[config.mk]
export PLATFORM = sky130hd
export DESIGN_NAME = pctbl_regs
export DESIGN_NICKNAME = d
export VERILOG_FILES = /design/src/rtl/core/per_client_token_bucket_limiter_unit_defines.svh /design/src/rtl/core/pctbl_pkg.sv /design/src/rtl/core/pctbl_regs.sv
export SDC_FILE = /design/constraint.sdc
export NUM_CORES = 1
export LEC_CHECK = 0
export BUFFER_PORTS_ARGS = -buffer_cell sky130_fd_sc_hd__buf_2
export CORE_AREA = 10 10 284 150
export CTS_BUF_LIST = sky130_fd_sc_hd__clkbuf_4 sky130_fd_sc_hd__clkbuf_8
export DETAILED_ROUTE_END_ITERATION = 6
export DIE_AREA = 0 0 294 160
export PLACE_DENSITY_LB_ADDON = 0.1
export SLEW_MARGIN = 25
export SYNTH_ARGS = -nofsm -noshare
export SYNTH_HDL_FRONTEND = slang
export SYNTH_SLANG_ARGS = --single-unit
export TNS_END_PERCENT = 1
[constraint.sdc]
create_clock -name clk -period 5.78 [get_ports clk]
set_input_delay 0.867 -clock clk [delete_from_list [all_inputs] [get_ports clk]]
set_output_delay 0.867 -clock clk [all_outputs]
set_load 0.02 [all_outputs]
[src/rtl/core/per_client_token_bucket_limiter_unit_defines.svh]
// ----------------------------------------------------------------------------
// limiter assertion macros
// shared property shapes for the token bucket limiter, clocked on clk and
// held off while arst_n is low
// ----------------------------------------------------------------------------
`ifndef PER_CLIENT_TOKEN_BUCKET_LIMITER_UNIT_DEFINES_SVH
`define PER_CLIENT_TOKEN_BUCKET_LIMITER_UNIT_DEFINES_SVH

// condition holds at every edge
`define PCTBL_ASSERT_ALWAYS(lbl, cond, msg) \
	lbl: assert property (@(posedge clk) disable iff (!arst_n) (cond)) else $error(msg);

// consequent holds in the same cycle as the antecedent
`define PCTBL_ASSERT_IMPLIES(lbl, ante, cons, msg) \
	lbl: assert property (@(posedge clk) disable iff (!arst_n) (ante) |-> (cons)) \
		else $error(msg);

// consequent holds in the cycle after the antecedent
`define PCTBL_ASSERT_NEXT(lbl, ante, cons, msg) \
	lbl: assert property (@(posedge clk) disable iff (!arst_n) (ante) |=> (cons)) \
		else $error(msg);

`endif

[src/rtl/core/pctbl_pkg.sv]
// ----------------------------------------------------------------------------
// pctbl_pkg
// sizes, register map and controller/datapath interface types of the limiter
// ----------------------------------------------------------------------------
package pctbl_pkg;

	localparam int CLIENTS = 256;
	localparam int SLOT_W  = $clog2(CLIENTS);
	localparam int CNT_W   = $clog2(CLIENTS + 1);

	localparam int IDX_W   = 8;
	localparam int TIME_W  = 32;
	localparam int RATE_W  = 24;
	localparam int TOK_W   = 40;
	localparam int SEC_W   = 16;
	localparam int MS_W    = 26;
	localparam int PROD_W  = TIME_W + RATE_W;
	localparam int SUM_W   = PROD_W + 1;
	localparam int STAT_W  = 32;
	localparam int ACT_W   = 9;
	localparam int OUT_W   = 80;
	localparam int IN_W    = 40;
	localparam int MEM_W   = TOK_W + TIME_W;

	localparam int ADDR_W  = 6;
	localparam int DATA_W  = 64;

	localparam int MS_PER_S = 1000;
	localparam logic [TOK_W-1:0]  ONE_TOKEN = TOK_W'(1000000);
	localparam logic [STAT_W-1:0] STAT_MAX  = '1;

	// register index, byte address is 8 times this
	typedef enum logic [2:0] {
		REG_ENABLED  = 3'd0,
		REG_RATE     = 3'd1,
		REG_BURST    = 3'd2,
		REG_INTERVAL = 3'd3,
		REG_EXPIRY   = 3'd4
	} pctbl_reg_t;

	typedef struct packed {
		logic              enabled;
		logic [RATE_W-1:0] rate;
		logic [TOK_W-1:0]  burst;
		logic [MS_W-1:0]   interval_ms;
		logic [MS_W-1:0]   expiry_ms;
	} pctbl_cfg_t;

	// controller to datapath
	typedef struct packed {
		logic capture;     // latch the accepted word
		logic decide;      // load the early allowed bit
		logic allow_val;   // its value
		logic clear;       // zero both counters
		logic count_req;   // count one request
		logic sweep_start; // note sweep time, restart scan index
		logic sweep_rd;    // read the entry under the scan index
		logic slot_rd;     // read the requesting slot
		logic mul;         // elapsed times rate
		logic upd;         // refill, spend, write back
		logic load_out;    // move result into output register
	} pctbl_cmd_t;

	// datapath to controller
	typedef struct packed {
		logic is_clear;
		logic enabled;
		logic sweep_due;
		logic sweep_last;
		logic out_free;
	} pctbl_sts_t;

	function automatic logic [SLOT_W-1:0] slot_of(input logic [IDX_W-1:0] index);
		return SLOT_W'(32'(index) % CLIENTS);
	endfunction

endpackage

[src/rtl/core/pctbl_regs.sv]
// ----------------------------------------------------------------------------
// pctbl_regs
// configuration register file behind the register port
// ----------------------------------------------------------------------------
module pctbl_regs
	import pctbl_pkg::*;
(
	input  logic              clk,
	input  logic              arst_n,
	input  logic              psel,
	input  logic              penable,
	input  logic              pwrite,
	input  logic [ADDR_W-1:0] paddr,
	input  logic [DATA_W-1:0] pwdata,
	output logic [DATA_W-1:0] prdata,
	output logic              pready,
	output pctbl_cfg_t        cfg
);

	logic              enabled_q;
	logic [RATE_W-1:0] rate_q;
	logic [TOK_W-1:0]  burst_q;
	logic [SEC_W-1:0]  interval_q;
	logic [SEC_W-1:0]  expiry_q;
	logic [MS_W-1:0]   interval_ms_q;
	logic [MS_W-1:0]   expiry_ms_q;
	logic              wr_en;
	pctbl_reg_t        reg_idx;

	assign pready  = 1'b1;
	assign wr_en   = psel & penable & pwrite & pready;
	assign reg_idx = pctbl_reg_t'(paddr[ADDR_W-1:3]);

	always_ff @(posedge clk or negedge arst_n) begin
		if (!arst_n) begin
			enabled_q  <= 1'b1;
			rate_q     <= RATE_W'(10000);
			burst_q    <= TOK_W'(20000000);
			interval_q <= SEC_W'(60);
			expiry_q   <= SEC_W'(300);
		end else if (wr_en) begin
			unique case (reg_idx)
				REG_ENABLED:  enabled_q  <= pwdata[0];
				REG_RATE:     rate_q     <= pwdata[RATE_W-1:0];
				REG_BURST:    burst_q    <= pwdata[TOK_W-1:0];
				REG_INTERVAL: interval_q <= pwdata[SEC_W-1:0];
				REG_EXPIRY:   expiry_q   <= pwdata[SEC_W-1:0];
				default: ;
			endcase
		end
	end

	// seconds to ms, so elapsed tests need no divide
	always_ff @(posedge clk or negedge arst_n) begin
		if (!arst_n) begin
			interval_ms_q <= MS_W'(60000);
			expiry_ms_q   <= MS_W'(300000);
		end else begin
			interval_ms_q <= MS_W'(interval_q) * MS_W'(MS_PER_S);
			expiry_ms_q   <= MS_W'(expiry_q) * MS_W'(MS_PER_S);
		end
	end

	always_comb begin
		prdata = '0;
		unique case (reg_idx)
			REG_ENABLED:  prdata = DATA_W'(enabled_q);
			REG_RATE:     prdata = DATA_W'(rate_q);
			REG_BURST:    prdata = DATA_W'(burst_q);
			REG_INTERVAL: prdata = DATA_W'(interval_q);
			REG_EXPIRY:   prdata = DATA_W'(expiry_q);
			default:      prdata = '0;
		endcase
	end

	assign cfg.enabled     = enabled_q;
	assign cfg.rate        = rate_q;
	assign cfg.burst       = burst_q;
	assign cfg.interval_ms = interval_ms_q;
	assign cfg.expiry_ms   = expiry_ms_q;

endmodule

==> results of run 1 <==
-- cell usage in the layout, fill, tap and decap left out, types with 9 or more instances in the layout --
master,synthesis,layout
xnor2_1,20,20
xor2_1,16,16
buf_4,38,9
nor2_1,26,24
ha_1,106,106
inv_1,168,168
nand3_1,12,12
a21o_1,13,13
buf_2,5,197
conb_1,2,31
nand2_1,63,63
dfrtp_1,106,106
fa_1,108,108
and2_1,18,18
a21oi_1,33,33
a221o_1,15,15
mux2_2,65,65
clkbuf_8,0,18
dfstp_2,37,37
o21ai_0,53,53
-- layer usage --
layer,wire length (µm),up-vias,part of all wire
met1,18000,3901,0.54
met2,12700,175,0.38
met5,7,-,0.00021
met4,230,2,0.0069
li1,-,3692,-
met3,2350,16,0.071
-- sequential cells by signal, summed over array words and instances (netlist names) --
name	flops
enabled_q	1
expiry_q	16
expiry_ms_q	23
burst_q	40
rate_q	24
interval_q	16
interval_ms_q	23
-- path summary, 6_finish.rpt --
check / startpoint / endpoint / slack (ns)
worst min-delay path: arst_n / interval_ms_q[12]$_DFF_PN0_ / 0.40
max in group asynchronous: arst_n / burst_q[36]$_DFFE_PN0P_ / 4.21
worst max-delay path: interval_q[4]$_DFFE_PN1P_ / interval_ms_q[22]$_DFF_PN0_ / 0.93
worst max register to register: interval_q[4]$_DFFE_PN1P_ / interval_ms_q[22]$_DFF_PN0_ / 0.93
worst min register to register: expiry_q[1]$_DFFE_PN0P_ / expiry_ms_q[4]$_DFF_PN0_ / 0.52
min in group clk: expiry_q[1]$_DFFE_PN0P_ / expiry_ms_q[4]$_DFF_PN0_ / 0.52
-- through the flow --
| stage | setup WS [ns] | hold WS [ns] |
|---|---|---|
| 6_report | 0.930 | 0.402 |
| 5_1_grt | 0.612 | 0.435 |
| 4_1_cts | 0.887 | 0.400 |
| 3_5_place_dp | 0.912 | 0.509 |
| 3_3_place_gp | 0.964 | 0.502 |
| 2_1_floorplan | 1.46 | 0.451 |
-- cells in the mapped netlist, types with 4 or more instances --
library cell | n | area share
a221o_1 | 15 | 0.013
clkbuf_1 | 16 | 0.0054
o21ai_0 | 53 | 0.024
dfstp_2 | 37 | 0.087
nor2_1 | 26 | 0.0088
inv_1 | 168 | 0.057
fa_1 | 108 | 0.19
nand2_1 | 63 | 0.021
mux2i_1 | 4 | 0.0036
dfrtp_1 | 106 | 0.24
a21o_1 | 13 | 0.0088
xor2_1 | 16 | 0.013
o21a_1 | 6 | 0.0040
o31ai_1 | 4 | 0.0027
ha_1 | 106 | 0.12
a31oi_1 | 5 | 0.0028
nand3_1 | 12 | 0.0054
a22o_1 | 8 | 0.0063
xnor2_1 | 20 | 0.016
and2_1 | 18 | 0.010
a21oi_1 | 33 | 0.015
buf_2 | 5 | 0.0022
nor3_1 | 5 | 0.0022
o21bai_1 | 6 | 0.0040
nor2b_1 | 6 | 0.0034
buf_4 | 38 | 0.026
o211ai_1 | 4 | 0.0027
mux2_2 | 65 | 0.066
-- layout make-up --
| class | count | share of cell area |
|---|---|---|
| multi-input cells | 675 | 0.509 |
| clock inverters | 13 | 0.0135 |
| flip-flops and latches | 143 | 0.277 |
| well taps | 503 | 0.0481 |
| repair buffers | 209 | 0.0846 |
| diodes | 4 | 0.000765 |
| clock buffers | 19 | 0.0195 |
| inverters | 168 | 0.0482 |
-- critical path: stages (launching register included) --
cell	delay, ns
dfstp_2	0.62
inv_1	0.16
fa_1	0.58
fa_1	0.44
fa_1	0.49
fa_1	0.51
inv_1	0.04
ha_1	0.39
a2111oi_0	0.43
o21ai_0	0.26
a21boi_2	0.40
nor4_1	0.10
a311o_1	0.33
-- cells by family after synthesis --
logic type      after synthesis  share of synthesized area
compound gates              176                      0.110
xor+xnor                     36                     0.0283
fa+ha+maj                   214                      0.313
buf+inv                     227                     0.0898
flops                       143                      0.325
mux                          71                     0.0713
other cells                   2                   0.000674
simple gates                147                     0.0618
==> out/results.md, run 1 <==
• **share of the yosys chip area belonging to registers** 0.325
• **NumNets Final** 1503
• **1st-iter DRT viols** 423
• **flip-flop and latch area** 0.00362 mm²
• **final cell utilization of the core** 0.345
• **Worst Max-Slew Pin Slew** 0.968 ns
• **Routed WL per cell** 19.2 µm
• **commonest register cell after synthesis** dfrtp_1
• **standard cell area after detailed placement** 0.0126 mm²
• **Placement Rows** 51
• **met1 track demand over resource in global routing** 0.221
• **area overhead of the layout relative to synthesis** 17.5%
• **H-Tree Depth** 4
• **Floorplan Core Area** 0.0380 mm²
• **TritonCTS clock tree** done
• **final worst clock skew** 0.0175 ns
• **Mapped Area** 0.0111 mm²
• **quantity of gates resized following cts** 0
• **DR pass1 iterations** 5
• **die height** 160 µm
• **insertion delay to the later sink of the worst-skew pair** 0.50 ns
• **portion of the clock cycle consumed by the worst path in the final layout** 0.839
• **via count** 7786
• **initial antenna violation count** 3
• **Crit Path Max Fanout** 6
• **CP arrival** 5.23 ns
• **worst path required time** 6.16 ns
• **Clock Pin Slew Worst Setup and Hold Paths** 0.09 ns
• **total global routing overflow** 0
• **Final Slew Violations** 0
• **worst hold path class** in -> async
• **library cells used by synthesis** 64
• **relative slew slack** 0.353
• **CP endpoint kind** flop
• **unrepaired setup endpoints after global routing** no
• **placer congestion estimate** 0.813
• **synthesized instance count** 1016
• **count of unresolved DRC violations after routing** 0
• **chip width** 294 µm
• **final non-filler cell total** 1734
• **CTS Hold Bufs** 0
• **number of top-level design ports** 257
• **count of filler cells inserted in the layout** 3948
• **number of cells on the worst reg-to-reg path** 12
• **Hold Violations, Final** 0
• **number of buffers added by the clock tree synthesis step** 17
• **Die Footprint** 0.0470 mm²
• **Post-Route WL** 33300 µm
• **total routing resource utilization after global routing** 0.143
• **final design area excluding fillers** 0.0131 mm²
• **residual antenna-violating net count after detailed routing** 0
• **average instance area after synthesis** 11.0 µm²
• **number of enable-type register cells in the synthesized netlist** 0
• **first-pass GRT wire length** 51600 µm
• **post-CTS repair timing setup buffer count** 0
• **Most Crowded Layer GR** met1
• **crit start category** flop
• **kind of critical path** reg -> reg
• **multi-input logic area** 0.00666 mm²
• **Final Setup Violations** 0
• **number of buffers added on ports** 198
• **outcome** completed
• **maximum capacitance violations** 0
• **clock sink count** 143
• **final critical-path required period** 4.85 ns
• **Initial Util** 0.293
• **cell at the root of the clock tree** clkbuf_8
• **pin count of the biggest net entering global routing** 76
• **clock buffer depth** 2
• **M2 GR Usage** 0.186
• **fraction of registers with async set/reset** 1.00
• **number of storage elements in the synthesis netlist** 143
• **setup tns final** 0 ns
• **HPWL after detailed placement** 26600 µm
• **vias in the first global route** 8286
• **# placed instances** 1696
• **maximum clock frequency** 0.206 GHz
• **proportion of layout cells with a drive suffix above 1** 0.294
• **met3 usage in global routing** 0.0478
• **average via count per standard cell** 4.49
• **Synth Warn #** 0
Power of run 1 is left out: the tool's default activity adds up to more than one toggle a clock period on the data nets, which glitch-free logic cannot reach.
==> inputs of run 2 (changes only) <==
Clock period 5.78 ns to 4.1 ns, I/O delays scaled along.
==> out/results.md, run 2 (synthesized netlist as in run 1, its figures left out) <==
• **vias in the first global route** 8851
• **Post-Route WL** 33100 µm
• **Final Slew Violations** 0
• **Max Used Layer** met5
• **outcome** finished, violations left
• **insertion delay to the later sink of the worst-skew pair** 0.50 ns
• **H-Tree Depth** 4
• **total global routing overflow** 0
• **CTS Hold Bufs** 0
• **standard cell area after detailed placement** 0.0138 mm²
• **Floorplan Core Area** 0.0380 mm²
• **proportion of layout cells with a drive suffix above 1** 0.422
• **final critical-path setup slack** -0.168 ns
• **clock sink count** 143
• **register with the highest flop count** burst_q
• **maximum clock frequency** 0.234 GHz
• **violations in the final reports** setup timing
• **clock buffer depth** 2
• **TritonCTS clock tree** done
• **Crit Path Max Fanout** 4
• **NumNets Final** 1659
• **maximum capacitance violations** 0
• **commonest cells after routing, fill and taps aside** 197 x buf_2, 164 x buf_4, 151 x inv_1
• **flip-flop count of the largest register after layout** 40
• **area overhead of the layout relative to synthesis** 31.4%
• **Post-Route Hold Slack** 0.140 ns
• **average via count per standard cell** 4.42
• **crit start category** flop
• **number of buffers added by the clock tree synthesis step** 17
• **CP endpoint kind** flop
• **count of unresolved DRC violations after routing** 0
• **worst path required time** 4.49 ns
• **chip width** 294 µm
• **Placement Rows** 51
• **residual antenna-violating net count after detailed routing** 0
• **CP arrival** 4.66 ns
• **HPWL after detailed placement** 26700 µm
• **number of top-level design ports** 257
• **die height** 160 µm
• **cell at the root of the clock tree** clkbuf_8
• **Worst Max-Slew Pin Slew** 0.759 ns
• **final worst clock skew** 0.0268 ns
• **initial antenna violation count** 5
• **worst hold path class** in -> async
• **final design area excluding fillers** 0.0146 mm²
• **Hold Violations, Final** 0
• **detailed-routed wire length on met2** 13500 µm
• **relative slew slack** 0.494
• **pin count of the biggest net entering global routing** 75
• **number of antenna repair diodes** 0
• **1st-iter DRT viols** 438
• **final critical-path required period** 4.27 ns
• **number of buffers added on ports** 198
• **DR pass1 iterations** 4
• **Routed WL per cell** 17.5 µm
• **kind of critical path** reg -> reg
• **biggest registers after layout** burst_q (40), rate_q (24)
• **unrepaired setup endpoints after global routing** yes
• **commonest non-fill, non-tap cell in the layout** buf_2
• **Final Setup Violations** 18
• **Met3 Wirelength** 1890 µm
• **Initial Util** 0.293
• **Clock Pin Slew Worst Setup and Hold Paths** 0.11 ns
• **Die Footprint** 0.0470 mm²
• **placer congestion estimate** 0.786
• **via count** 8331
• **wire length the detailed router placed on met1** 17500 µm
• **total routing resource utilization after global routing** 0.144
• **first-pass GRT wire length** 52600 µm
• **portion of the clock cycle consumed by the worst path in the final layout** 1.04
run 2: changes by cell type in the layout (fill, tap and decap cells not counted), moves of 5 or more:
cell     previous run  this run
buf_4               9       164
inv_1             168       151
inv_2               0        12
ha_1              106        96
fa_1              108       100
fa_2                0         8
ha_4                0         8
o21ai_0            53        45
a21oi_1            33        27
inv_8               1         6
nand3_1            12         7
nand3_2             0         5
o21ai_1             0         5
run 2: timing repair:
action,4_1_cts,5_1_grt
gates cloned,0,0
pin swaps,25,20
setup buffers,3,4
resized for setup,57,27
endpoints found under the setup margin,22,25
run 2: layer usage:
metal / track usage / up-vias
met5: 0 / -
met4: 0.0230 / 4
met3: 0.0417 / 17
met2: 0.201 / 162
met1: 0.216 / 4134
li1: - / 4014
run 2: final timing paths:
kind / start / to / cells past startpoint / slack (ns)
worst max-delay path: interval_q[5]$_DFFE_PN1P_ / interval_ms_q[25]$_DFF_PN0_ / 13 / -0.17
worst min-delay path: arst_n / interval_ms_q[21]$_DFF_PN0_ / 1 / 0.14
worst max register to register: interval_q[5]$_DFFE_PN1P_ / interval_ms_q[25]$_DFF_PN0_ / 13 / -0.17
worst min register to register: burst_q[4]$_DFFE_PN0P_ / burst_q[4]$_DFFE_PN0P_ / 1 / 0.53
max in group asynchronous: arst_n / enabled_q$_DFFE_PN1P_ / 2 / 3.08
min in group clk: pwdata[35] / burst_q[35]$_DFFE_PN0P_ / 2 / 0.34
run 2: cell type report:
cell class,instances,area (µm²)
fillers,3845,23300
clock inverters,14,161
inverters,168,644
flip-flops and latches,143,3630
multi-input cells,675,7050
clock buffers,18,248
well taps,503,629
repair buffers,365,2270
run 2: critical path, cell delays in order (launching register included):
cell	delay, ns
dfstp_2	0.57
inv_4	0.05
fa_1	0.56
fa_1	0.44
fa_1	0.49
fa_1	0.53
inv_1	0.05
ha_1	0.30
a21o_1	0.16
a31oi_1	0.16
o31a_1	0.22
nand3_2	0.16
a221o_1	0.34
xnor2_1	0.13
run 2: metrics by stage:
stage               cells  utilization  setup slack (ns)  TNS [ns]
floorplan            1045            -           -0.0245   -0.0554
global placement     1847        0.363            -0.305     -3.43
detailed placement   1847        0.363            -0.350     -4.14
CTS                  1882        0.382            -0.156     -1.68
global route         1886        0.385            -0.316     -4.45
finish               1886        0.385            -0.168     -1.13
Power of run 2 is left out for the same reason.
