## src/rtl/core/per_client_token_bucket_limiter_unit_defines.svh

```systemverilog
// ----------------------------------------------------------------------------
// limiter assertion macros
// shared property shapes for the token bucket limiter, clocked on clk and
// held off while arst_n is low
// ----------------------------------------------------------------------------
`ifndef PER_CLIENT_TOKEN_BUCKET_LIMITER_UNIT_DEFINES_SVH
`define PER_CLIENT_TOKEN_BUCKET_LIMITER_UNIT_DEFINES_SVH

// condition holds at every edge
`define PCTBL_ASSERT_ALWAYS(lbl, cond, msg) \
	lbl: assert property (@(posedge clk) disable iff (!arst_n) (cond)) else $error(msg);

// consequent holds in the same cycle as the antecedent
`define PCTBL_ASSERT_IMPLIES(lbl, ante, cons, msg) \
	lbl: assert property (@(posedge clk) disable iff (!arst_n) (ante) |-> (cons)) \
		else $error(msg);

// consequent holds in the cycle after the antecedent
`define PCTBL_ASSERT_NEXT(lbl, ante, cons, msg) \
	lbl: assert property (@(posedge clk) disable iff (!arst_n) (ante) |=> (cons)) \
		else $error(msg);

`endif

```

## src/rtl/core/pctbl_pkg.sv

```systemverilog
// ----------------------------------------------------------------------------
// pctbl_pkg
// sizes, register map and controller/datapath interface types of the limiter
// ----------------------------------------------------------------------------
package pctbl_pkg;

	localparam int CLIENTS = 256;
	localparam int SLOT_W  = $clog2(CLIENTS);
	localparam int CNT_W   = $clog2(CLIENTS + 1);

	localparam int IDX_W   = 8;
	localparam int TIME_W  = 32;
	localparam int RATE_W  = 24;
	localparam int TOK_W   = 40;
	localparam int SEC_W   = 16;
	localparam int MS_W    = 26;
	localparam int PROD_W  = TIME_W + RATE_W;
	localparam int SUM_W   = PROD_W + 1;
	localparam int STAT_W  = 32;
	localparam int ACT_W   = 9;
	localparam int OUT_W   = 80;
	localparam int IN_W    = 40;
	localparam int MEM_W   = TOK_W + TIME_W;

	localparam int ADDR_W  = 6;
	localparam int DATA_W  = 64;

	localparam int MS_PER_S = 1000;
	localparam logic [TOK_W-1:0]  ONE_TOKEN = TOK_W'(1000000);
	localparam logic [STAT_W-1:0] STAT_MAX  = '1;

	// register index, byte address is 8 times this
	typedef enum logic [2:0] {
		REG_ENABLED  = 3'd0,
		REG_RATE     = 3'd1,
		REG_BURST    = 3'd2,
		REG_INTERVAL = 3'd3,
		REG_EXPIRY   = 3'd4
	} pctbl_reg_t;

	typedef struct packed {
		logic              enabled;
		logic [RATE_W-1:0] rate;
		logic [TOK_W-1:0]  burst;
		logic [MS_W-1:0]   interval_ms;
		logic [MS_W-1:0]   expiry_ms;
	} pctbl_cfg_t;

	// controller to datapath
	typedef struct packed {
		logic capture;     // latch the accepted word
		logic decide;      // load the early allowed bit
		logic allow_val;   // its value
		logic clear;       // zero both counters
		logic count_req;   // count one request
		logic sweep_start; // note sweep time, restart scan index
		logic sweep_rd;    // read the entry under the scan index
		logic slot_rd;     // read the requesting slot
		logic mul;         // elapsed times rate
		logic upd;         // refill, spend, write back
		logic load_out;    // move result into output register
	} pctbl_cmd_t;

	// datapath to controller
	typedef struct packed {
		logic is_clear;
		logic enabled;
		logic sweep_due;
		logic sweep_last;
		logic out_free;
	} pctbl_sts_t;

	function automatic logic [SLOT_W-1:0] slot_of(input logic [IDX_W-1:0] index);
		return SLOT_W'(32'(index) % CLIENTS);
	endfunction

endpackage

```

## src/rtl/core/pctbl_ctrl.sv

```systemverilog
// ----------------------------------------------------------------------------
// pctbl_ctrl
// sequencer for one word: decide, optional sweep, read, multiply, update
// ----------------------------------------------------------------------------
module pctbl_ctrl
	import pctbl_pkg::*;
(
	input  logic       clk,
	input  logic       arst_n,
	input  logic       in_valid,
	output logic       in_ready,
	input  pctbl_sts_t sts,
	output pctbl_cmd_t cmd
);

	typedef enum logic [6:0] {
		ST_IDLE      = 7'b0000001,
		ST_CHECK     = 7'b0000010,
		ST_SWEEP     = 7'b0000100,
		ST_SWEEP_END = 7'b0001000,
		ST_CALC      = 7'b0010000,
		ST_UPD       = 7'b0100000,
		ST_DONE      = 7'b1000000
	} state_t;

	state_t state_q, state_d;

	always_ff @(posedge clk or negedge arst_n) begin
		if (!arst_n) state_q <= ST_IDLE;
		else         state_q <= state_d;
	end

	assign in_ready = (state_q == ST_IDLE);

	always_comb begin
		state_d = state_q;
		cmd     = '0;
		unique case (state_q)
			ST_IDLE: begin
				if (in_valid) begin
					cmd.capture = 1'b1;
					state_d     = ST_CHECK;
				end
			end
			ST_CHECK: begin
				cmd.decide    = 1'b1;
				cmd.allow_val = !sts.is_clear && !sts.enabled;
				priority if (sts.is_clear) begin
					cmd.clear = 1'b1;
					state_d   = ST_DONE;
				end else if (!sts.enabled) begin
					state_d = ST_DONE;
				end else if (sts.sweep_due) begin
					cmd.count_req   = 1'b1;
					cmd.sweep_start = 1'b1;
					state_d         = ST_SWEEP;
				end else begin
					cmd.count_req = 1'b1;
					cmd.slot_rd   = 1'b1;
					state_d       = ST_CALC;
				end
			end
			ST_SWEEP: begin
				cmd.sweep_rd = 1'b1;
				if (sts.sweep_last) state_d = ST_SWEEP_END;
			end
			ST_SWEEP_END: begin
				cmd.slot_rd = 1'b1;
				state_d     = ST_CALC;
			end
			ST_CALC: begin
				cmd.mul = 1'b1;
				state_d = ST_UPD;
			end
			ST_UPD: begin
				cmd.upd = 1'b1;
				state_d = ST_DONE;
			end
			ST_DONE: begin
				if (sts.out_free) begin
					cmd.load_out = 1'b1;
					state_d      = ST_IDLE;
				end
			end
			default: state_d = ST_IDLE;
		endcase
	end

endmodule

```

## config.mk

```make
export PLATFORM = sky130hd
export DESIGN_NAME = pctbl_ctrl
export DESIGN_NICKNAME = d
export VERILOG_FILES = /design/src/rtl/core/per_client_token_bucket_limiter_unit_defines.svh /design/src/rtl/core/pctbl_pkg.sv /design/src/rtl/core/pctbl_ctrl.sv
export SDC_FILE = /design/constraint.sdc
export NUM_CORES = 1
export LEC_CHECK = 0
export ABC_CLOCK_PERIOD_IN_PS = 2029
export BUFFER_PORTS_ARGS = -buffer_cell sky130_fd_sc_hd__clkbuf_2
export CAP_MARGIN = 25
export CORE_MARGIN = 10
export CORE_UTILIZATION = 40
export CTS_BUF_LIST = sky130_fd_sc_hd__clkbuf_8 sky130_fd_sc_hd__clkbuf_16
export CTS_CLUSTER_DIAMETER = 60
export CTS_CLUSTER_SIZE = 24
export DETAILED_ROUTE_END_ITERATION = 8
export PLACE_DENSITY = 0.66
export SYNTH_ARGS = -nofsm -noshare
export SYNTH_HDL_FRONTEND = slang
export SYNTH_SLANG_ARGS = --single-unit
```

## constraint.sdc

```tcl
create_clock -name clk -period 2.03 [get_ports clk]
set_input_delay 0.1015 -clock clk [delete_from_list [all_inputs] [get_ports clk]]
set_output_delay 0.1015 -clock clk [all_outputs]
set_load 0.05 [all_outputs]
```

==> results.yml, run 1 <==
finish:
  top_regs: "state_q: 7 flops"
  antenna_cells: 0
  nets: 91
  drive_above_1_share: 0.476
  stdcell_area_um2: 741
  fillCellCount: 125
  syn_to_final_growth_pct: 26.2
  largest_reg_flops: 7
  top_register: "state_q"
cts:
  cts_setup_buffers: 0
  cts_tree: "yes"
  clk_latency_ps: 230
  numClockSinks: 7
  clockBufferDepth: 2
  root_buffer: "clkbuf_8"
  htreeDepth: 1
  clk_pin_slew_worst_paths_ps: 40
  cts_buffers: 3
placed_design:
  pre_cts_ws_ps: 337
  post_dp_cell_area_um2: 684
  io_buffers: 19
  dp_hpwl_um: 1150
  gp_congestion: 0.830
global_route:
  grt_first_pass_wirelength_um: 2370
  antenna_found_initial: 0
  track_usage: 0.0886
  grt_max_degree: 12
  grt_overflow: 0
  grt_pass1_vias: 539
setup_path:
  required_ps: 1930
  path_max_fanout: 8
  endpoint_kind: "output pin"
  max_stage_delay_ps: 580
  crit_type: "reg -> out"
  worst_ep_arrival_time_ps: 1840
  crit_path_cell_trace: "or4_4 -> nor4b_2 -> clkbuf_2"
  startpoint_type: "register"
  critPathSlowestCell: "or4_4"
  rrSetupSlack_ps: 490
synthesis:
  syn_avg_cell_area_um2: 9.62
  ys_seq_area_frac: 0.301
  syn_inst: 61
  synth_cell_types: 29
  syn-cell-area_um2: 587
  syn-num-nets: 69
  yosys_warnings: 0
  synth_seq_cells: 7
timing:
  hold_ws_ps: 92.2
  hold_violations: 0
  worstMarginPinSlew_ps: 318
  timing.final.ws_setup_ps: 93.4
  fin_crit_sh: 0.954
  final-setup-viol-count: 0
  fmax_mhz: 516
  rsz0062_at_grt: "no"
  maxSlewHeadroom: 0.786
  slew_violations: 0
  min_period_ps: 1940
  clock-skew-final_ps: 4.42
detailed_routing:
  dr_wl_met3_um: 94
  met1_length_um: 625
  wire_per_inst_um: 14.9
  viasPerCell: 5.62
  vias: 545
  route.detailed.drc: 0
  drtIter0Drc: 10
  top_layer: "met4"
  firstDrtPassIters: 4
  dr_wl_met2_um: 693
  antenna_left: 0
  wl_um: 1450
power:
  power_density_mw_per_mm2: 1210
  peakVddDrop_mv: 0.834
  leakagePower_nw: 0.344
floorplanning:
  rows: 13
  core_area_mm2: 0.00135
  die_w_um: 58.3
  start_util: 0.435
  pin_count: 20
  die_h_um: 58.3
  dieArea_mm2: 0.00340
flow_run:
  drv_cap: 0
hold_path:
  holdCritPathClass: "in -> reg"
outcome:
  outcome: "completed"
-- cell usage after synthesis --
cell,instances,area share
or4_1,1,0.013
nand2b_1,2,0.021
o32ai_1,1,0.015
xor2_1,1,0.015
nor2b_1,1,0.011
a22oi_2,1,0.021
nand3_1,2,0.017
and4b_1,1,0.017
nor4_1,4,0.043
dfrtp_1,6,0.26
and2_1,4,0.043
buf_6,2,0.038
a21o_1,1,0.013
a211o_2,1,0.017
dfstp_2,1,0.045
a41o_2,1,0.019
or3_4,1,0.019
nor4b_1,5,0.075
a21oi_1,4,0.034
nor2_1,4,0.026
clkbuf_8,1,0.023
inv_1,4,0.026
nor3_1,3,0.026
and3_1,1,0.011
or4_4,1,0.019
or2b_2,1,0.015
nor4_4,2,0.072
o21a_1,1,0.013
buf_4,3,0.038
-- path summary, 6_finish.rpt --
kind	from	end	cells after the start
hold / removal	sts[1]	state_q[3]$_DFFE_PN0P_	2
setup / recovery	state_q[1]$_DFFE_PN0P_	cmd[1]	3
hold reg to reg	state_q[2]$_DFFE_PN0P_	state_q[4]$_DFFE_PN0P_	1
setup reg to reg	state_q[4]$_DFFE_PN0P_	state_q[0]$_DFFE_PN1P_	5
max in group asynchronous	arst_n	state_q[0]$_DFFE_PN1P_	2
min in group asynchronous	arst_n	state_q[2]$_DFFE_PN0P_	2
-- cells in the final DEF, fill, tap and decap left out, types with 2 or more instances in the layout --
master     n
nor4_4     2
and2_1     3
nor3_1     3
nor4b_2    2
nor2_1     4
inv_1      4
dfrtp_1    6
a21oi_1    4
nand3_1    2
nand2b_1   2
clkbuf_2  18
nor4_1     3
clkbuf_8   3
nor4b_1    3
buf_4      3
-- logic make-up after synthesis --
family / Yosys count / synth area share
buffers and inverters: 10 / 0.126
and+or+nand+nor: 33 / 0.426
xor gates and xnor gates: 1 / 0.0149
AOI/OAI and AO/OA: 10 / 0.132
DFF: 7 / 0.301
-- what timing repair did --
action | 4_1_cts | 5_1_grt
endpoints found under the setup margin | 0 | 1
resized for setup | 0 | 1
endpoints found under the hold margin | 7 | 0
hold buffers | 1 | 0
-- cell type report --
type                       count  area (um2)  share of cell area
multi-input combinational     44         357               0.481
inverter                       4        15.0              0.0203
clock inverter                 1        5.00             0.00676
timing repair buffer          23         128               0.172
sequential                     7         176               0.238
tap                           15        18.8              0.0253
clock buffer                   3        41.3              0.0557
-- per-stage QoR --
step	setup TNS (ps)	utilization	total power, mW	cells
5_1_grt	0	0.549	0.944	97
6_report	0	0.549	0.893	97
2_1_floorplan	-194	-	0.659	61
3_3_place_gp	0	0.507	0.690	92
3_5_place_dp	0	0.507	0.692	92
4_1_cts	0	0.549	0.897	97
-- worst max-delay path: cells and delay by family (launching register included) --
kind,cells,cell delay (ps)
buf+inv,1,310
simple gates,2,800
flops,1,480
-- where the power goes --
group | switching [mW] | internal, mW | total (mW)
Combinational | 0.287 | 0.164 | 0.451
Clock | 0.0694 | 0.134 | 0.203
Sequential | 0.0641 | 0.175 | 0.239
Total | 0.421 | 0.472 | 0.893
-- per-layer routing --
| layer | GRT usage | up-vias |
|---|---|---|
| li1 | - | 269 |
| met1 | 0.0931 | 257 |
| met2 | 0.140 | 15 |
| met3 | 0.0451 | 4 |
| met4 | 0.0503 | 0 |
| met5 | 0 | - |
Power figures use the tool's default switching activity.
==> run 2, diff against run 1 <==
--- a/config.mk
+++ b/config.mk
@@ -5,16 +5,16 @@
 export SDC_FILE = /design/constraint.sdc
 export NUM_CORES = 1
 export LEC_CHECK = 0
-export ABC_CLOCK_PERIOD_IN_PS = 2029
+export ABC_CLOCK_PERIOD_IN_PS = 2000
 export BUFFER_PORTS_ARGS = -buffer_cell sky130_fd_sc_hd__clkbuf_2
 export CAP_MARGIN = 25
-export CORE_MARGIN = 10
-export CORE_UTILIZATION = 40
+export CORE_AREA = 10 10 47 49
 export CTS_BUF_LIST = sky130_fd_sc_hd__clkbuf_8 sky130_fd_sc_hd__clkbuf_16
 export CTS_CLUSTER_DIAMETER = 60
 export CTS_CLUSTER_SIZE = 24
 export DETAILED_ROUTE_END_ITERATION = 8
-export PLACE_DENSITY = 0.66
+export DIE_AREA = 0 0 57 59
+export PLACE_DENSITY = 0.71
 export SYNTH_ARGS = -nofsm -noshare
 export SYNTH_HDL_FRONTEND = slang
 export SYNTH_SLANG_ARGS = --single-unit
==> constraint.sdc (replaced) <==
create_clock -name clk -period 2 [get_ports clk]
set_input_delay 0.1 -clock clk [delete_from_list [all_inputs] [get_ports clk]]
set_output_delay 0.1 -clock clk [all_outputs]
set_load 0.05 [all_outputs]
==> run 2 against run 1 <==
  * Non-clock buffer count fell by 1
  * Clock power fell by 9%
  * Clock-buffer cell count did not move
==> results.yml, run 2 (same netlist as run 1, synthesis figures left out) <==
floorplanning:
  dieArea_mm2: 0.00336
  pin_count: 20
  die_w_um: 57
  rows: 14
  die_h_um: 59
  core_area_mm2: 0.00140
  start_util: 0.419
finish:
  seqCellArea_um2: 176
  drive_above_1_share: 0.469
  antenna_cells: 0
  top_register: "state_q"
  final_cell_mix: "clkbuf_2 (18), dfrtp_1 (6), inv_1 (5)"
  syn_to_final_growth_pct: 26.2
  fillCellCount: 135
  largest_reg_flops: 7
  multiInputGateArea_um2: 362
  final_common_cell: "clkbuf_2"
  nets: 90
  top_regs: "state_q: 7 flops"
power:
  power.total_mw: 0.878
  peakVddDrop_mv: 0.926
  share_comb_of_total_power: 0.502
  p_int_mw: 0.469
  power.switching_mw: 0.408
  seq_power_share: 0.289
  leakagePower_nw: 0.340
  power_density_mw_per_mm2: 1190
  p_sw_frac: 0.465
  p_clk_frac: 0.209
detailed_routing:
  wire_per_inst_um: 14.1
  viasPerCell: 5.43
  drtIter0Drc: 5
  vias: 527
  firstDrtPassIters: 3
  wl_um: 1370
  route.detailed.drc: 0
  antenna_left: 0
setup_path:
  worst_ep_arrival_time_ps: 1830
  endpoint_kind: "output pin"
  startpoint_type: "register"
  required_ps: 1900
  path_max_fanout: 8
  crit_type: "reg -> out"
timing:
  fin_crit_sh: 0.966
  setup_tns_ps: 0
  maxSlewHeadroom: 0.776
  final-setup-viol-count: 0
  timing.final.ws_setup_ps: 68.9
  min_period_ps: 1930
  hold_violations: 0
  clock-skew-final_ps: 0.390
  fmax_mhz: 518
  slew_violations: 0
  worstMarginPinSlew_ps: 336
  rsz0062_at_grt: "no"
cts:
  cts_buffers: 3
  clk_pin_slew_worst_paths_ps: 40
  cts_tree: "yes"
  htreeDepth: 1
  numClockSinks: 7
  clockBufferDepth: 2
  clk_latency_ps: 220
  root_buffer: "clkbuf_8"
global_route:
  grt_first_pass_wirelength_um: 2440
  antenna_found_initial: 0
  track_usage: 0.0863
  grt_overflow: 0
  grt_pass1_vias: 555
  grt_max_degree: 12
placed_design:
  gp_congestion: 0.817
  dp_hpwl_um: 1140
  io_buffers: 19
  pre_cts_ws_ps: 298
outcome:
  outcome: "completed"
flow_run:
  drv_cap: 0
hold_path:
  holdCritPathClass: "in -> reg"
==> run 2: changes by cell type in the layout (fill, tap and decap cells not counted), sizes merged <==
cell,before,now
clkinv,1,0
inv,4,5
clkbuf,21,22
buf,4,2
==> run 2: critical path: stages (launching register included) <==
cell and delay, ps:
dfrtp_1 480, or4_4 590, nor4b_2 230, clkbuf_2 310
==> run 2: metal layers <==
metal,GRT usage,share of wire
met2,0.150,0.51
met5,0,0
met1,0.102,0.45
met4,0.0302,0.0044
met3,0.0172,0.027
==> run 2: what timing repair did <==
action / 4_1_cts / 5_1_grt
buffers inserted: 0 / 0
hold endpoints to repair: 7 / 0
setup endpoints to repair: 0 / 1
hold buffers: 1 / 0
gates resized for setup: 0 / 2
==> run 2: worst paths after layout <==
path	cells past startpoint	start	slack [ps]	to
max in group asynchronous	2	arst_n	1510	state_q[0]$_DFFE_PN1P_
hold / removal	2	sts[1]	110	state_q[3]$_DFFE_PN0P_
min in group asynchronous	2	arst_n	250	state_q[3]$_DFFE_PN0P_
setup / recovery	3	state_q[1]$_DFFE_PN0P_	70	cmd[1]
setup reg to reg	5	state_q[4]$_DFFE_PN0P_	420	state_q[0]$_DFFE_PN1P_
hold reg to reg	1	state_q[2]$_DFFE_PN0P_	560	state_q[4]$_DFFE_PN0P_
==> run 2: per-stage QoR <==
stage          utilization  instances  instance area [um2]  hold slack [ps]
2_1_floorplan            -         61                  612             -196
3_3_place_gp         0.488         92                  683            -58.7
3_5_place_dp         0.488         92                  683            -58.2
4_1_cts              0.527         97                  738              109
5_1_grt              0.529         97                  741              133
6_report             0.529         97                  741              109
==> run 2: final cells by class <==
type	count	share of cell area
inverter	4	0.0203
timing repair buffer	22	0.166
clock buffer	3	0.0557
clock inverter	1	0.00507
tap	16	0.0270
multi-input combinational	44	0.488
sequential	7	0.238
==> run 2: power by group through the flow <==
stage / combinational, mW / sequential (mW) / clock, mW
after floorplan: 0.481 / 0.189 / 0
after global placement: 0.437 / 0.251 / 0
after detailed placement: 0.440 / 0.253 / 0
after CTS: 0.443 / 0.251 / 0.187
after global routing: 0.472 / 0.261 / 0.195
final: 0.440 / 0.254 / 0.184
==> run 3, diff against run 2 <==
--- a/config.mk
+++ b/config.mk
@@ -8,13 +8,15 @@
 export ABC_CLOCK_PERIOD_IN_PS = 2000
 export BUFFER_PORTS_ARGS = -buffer_cell sky130_fd_sc_hd__clkbuf_2
 export CAP_MARGIN = 25
-export CORE_AREA = 10 10 47 49
+export CELL_PAD_IN_SITES_DETAIL_PLACEMENT = 1
+export CELL_PAD_IN_SITES_GLOBAL_PLACEMENT = 1
+export CORE_MARGIN = 10
+export CORE_UTILIZATION = 35
 export CTS_BUF_LIST = sky130_fd_sc_hd__clkbuf_8 sky130_fd_sc_hd__clkbuf_16
 export CTS_CLUSTER_DIAMETER = 60
-export CTS_CLUSTER_SIZE = 24
+export CTS_CLUSTER_SIZE = 25
 export DETAILED_ROUTE_END_ITERATION = 8
-export DIE_AREA = 0 0 57 59
-export PLACE_DENSITY = 0.71
+export PLACE_DENSITY_LB_ADDON = 0.1
 export SYNTH_ARGS = -nofsm -noshare
 export SYNTH_HDL_FRONTEND = slang
 export SYNTH_SLANG_ARGS = --single-unit
==> run 3 against run 2 <==
  * Worst hold slack lost 11 ps
  * Combinational power grew 11%
  * Design area grew 2.4%
  * Critical path type unchanged
  * Via count grew 2.8%
  * Clock power grew 3%
  * Total power grew 4.4%
  * First-iteration DRC count shrank 40%
  * Clock skew grew 3.2 ps
  * Highest routed layer unchanged
  * Clock-buffer cell count is the same
  * Cell count grew 2.1%
  * Utilization shrank 3.7 points
==> results.yml, run 3 (same netlist as run 1, synthesis figures left out) <==
timing:
  worstMarginPinSlew_ps: 334
  fin_crit_sh: 0.958
  slew_violations: 0
  hold_ws_ps: 97.7
  rsz0062_at_grt: "no"
  maxSlewHeadroom: 0.775
  min_period_ps: 1920
  clock-skew-final_ps: 3.63
  hold_violations: 0
  final-setup-viol-count: 0
  fmax_mhz: 522
cts:
  cts_tree: "yes"
  numClockSinks: 7
  clk_pin_slew_worst_paths_ps: 40
  htreeDepth: 1
  root_buffer: "clkbuf_8"
  cts_buffers: 3
  clockBufferDepth: 2
  clk_latency_ps: 220
placed_design:
  io_buffers: 19
  gp_congestion: 0.738
  dp_hpwl_um: 1340
finish:
  multiInputGateArea_um2: 362
  drive_above_1_share: 0.482
  top_regs: "state_q: 7 flops"
  top_register: "state_q"
  fillCellCount: 182
  utilization: 0.492
  final_cell_mix: "clkbuf_2 (15), dfrtp_1 (6), inv_1 (5)"
  syn_to_final_growth_pct: 29.2
  final_common_cell: "clkbuf_2"
  largest_reg_flops: 7
  nets: 92
  antenna_cells: 0
  seqCellArea_um2: 176
power:
  power_density_mw_per_mm2: 1210
  peakVddDrop_mv: 0.900
  leakagePower_nw: 0.352
  power.total_mw: 0.917
global_route:
  grt_overflow: 0
  antenna_found_initial: 0
  grt_max_degree: 12
  track_usage: 0.0960
  grt_pass1_vias: 557
  grt_first_pass_wirelength_um: 2640
detailed_routing:
  wl_um: 1650
  antenna_left: 0
  firstDrtPassIters: 3
  route.detailed.drc: 0
  drtIter0Drc: 3
  wire_per_inst_um: 16.7
  vias: 542
  viasPerCell: 5.47
setup_path:
  path_max_fanout: 9
  reg2reg_from: "state_q[6]$_DFFE_PN0P_"
  worst_ep_arrival_time_ps: 1820
  endpoint_kind: "output pin"
  required_ps: 1900
  reg2reg_to: "state_q[0]$_DFFE_PN1P_"
  reg2regPathDepth: 4
  startpoint_type: "register"
  cp-startpoint: "state_q[6]$_DFFE_PN0P_"
  crit_type: "reg -> out"
  rrSetupSlack_ps: 440
floorplanning:
  pin_count: 20
  rows: 14
  die_h_um: 60.9
  core_area_mm2: 0.00154
  die_w_um: 60.9
  dieArea_mm2: 0.00371
  start_util: 0.381
hold_path:
  min_path_cells: 2
  holdCritPathClass: "in -> reg"
  hold_start: "sts[1]"
  min_to: "state_q[3]$_DFFE_PN0P_"
flow_run:
  drv_cap: 0
outcome:
  outcome: "completed"
## run 3: cell types whose count changed in the layout (fill, tap and decap cells not counted)
| cell | before | now |
|---|---|---|
| clkbuf_2 | 18 | 15 |
| buf_2 | 0 | 2 |
| buf_4 | 2 | 4 |
| clkbuf_4 | 1 | 2 |
## run 3: how the worst max path moves through the flow
stage / to / slack [ps] / cells past startpoint
floorplan: cmd[1] / -120 / 4
global placement: cmd[2] / 280 / 3
detailed placement: cmd[10] / 280 / 4
CTS: cmd[10] / 20 / 4
global route: cmd[5] / 6 / 5
finish: cmd[10] / 80 / 4
## run 3: per-stage QoR
| stage | instance area, um2 | instances | setup slack, ps | setup TNS (ps) |
|---|---|---|---|---|
| global placement | 698 | 94 | 281 | 0 |
| global route | 758 | 99 | 5.64 | 0 |
| floorplan | 612 | 61 | -125 | -250 |
| finish | 758 | 99 | 83.4 | 0 |
| CTS | 753 | 99 | 23.7 | 0 |
| detailed placement | 698 | 94 | 275 | 0 |
## run 3: metal layers
metal  global-route usage  up-vias  part of all wire
li1                     -      271                 -
met1                0.115      249              0.46
met2                0.140       18              0.45
met3               0.0334        4             0.067
met4               0.0658        0             0.019
met5                    0        -                 0
## run 3: timing repair
item | 4_1_cts | 5_1_grt
gates resized for setup | 0 | 6
setup buffers | 0 | 0
hold endpoints to repair | 7 | 0
hold buffers | 1 | 0
endpoints found under the setup margin | 0 | 4
## run 3: cell type report
cell class / instances / share of cell area
multi-input combinational: 44 / 0.477
sequential: 7 / 0.233
timing repair buffer: 24 / 0.185
clock buffer: 3 / 0.0545
tap: 16 / 0.0264
inverter: 4 / 0.0198
clock inverter: 1 / 0.00495
## run 3: critical path: stages, from the launching register on
cell      delay [ps]
dfrtp_1          480
or3_4            420
and4b_1          310
and2_2           160
clkbuf_4         220
## run 3: report_power, final
group / switching, mW / total, mW / internal, mW
registers: 0.0616 / 0.239 / 0.178
logic: 0.313 / 0.489 / 0.176
clock network: 0.0568 / 0.189 / 0.132
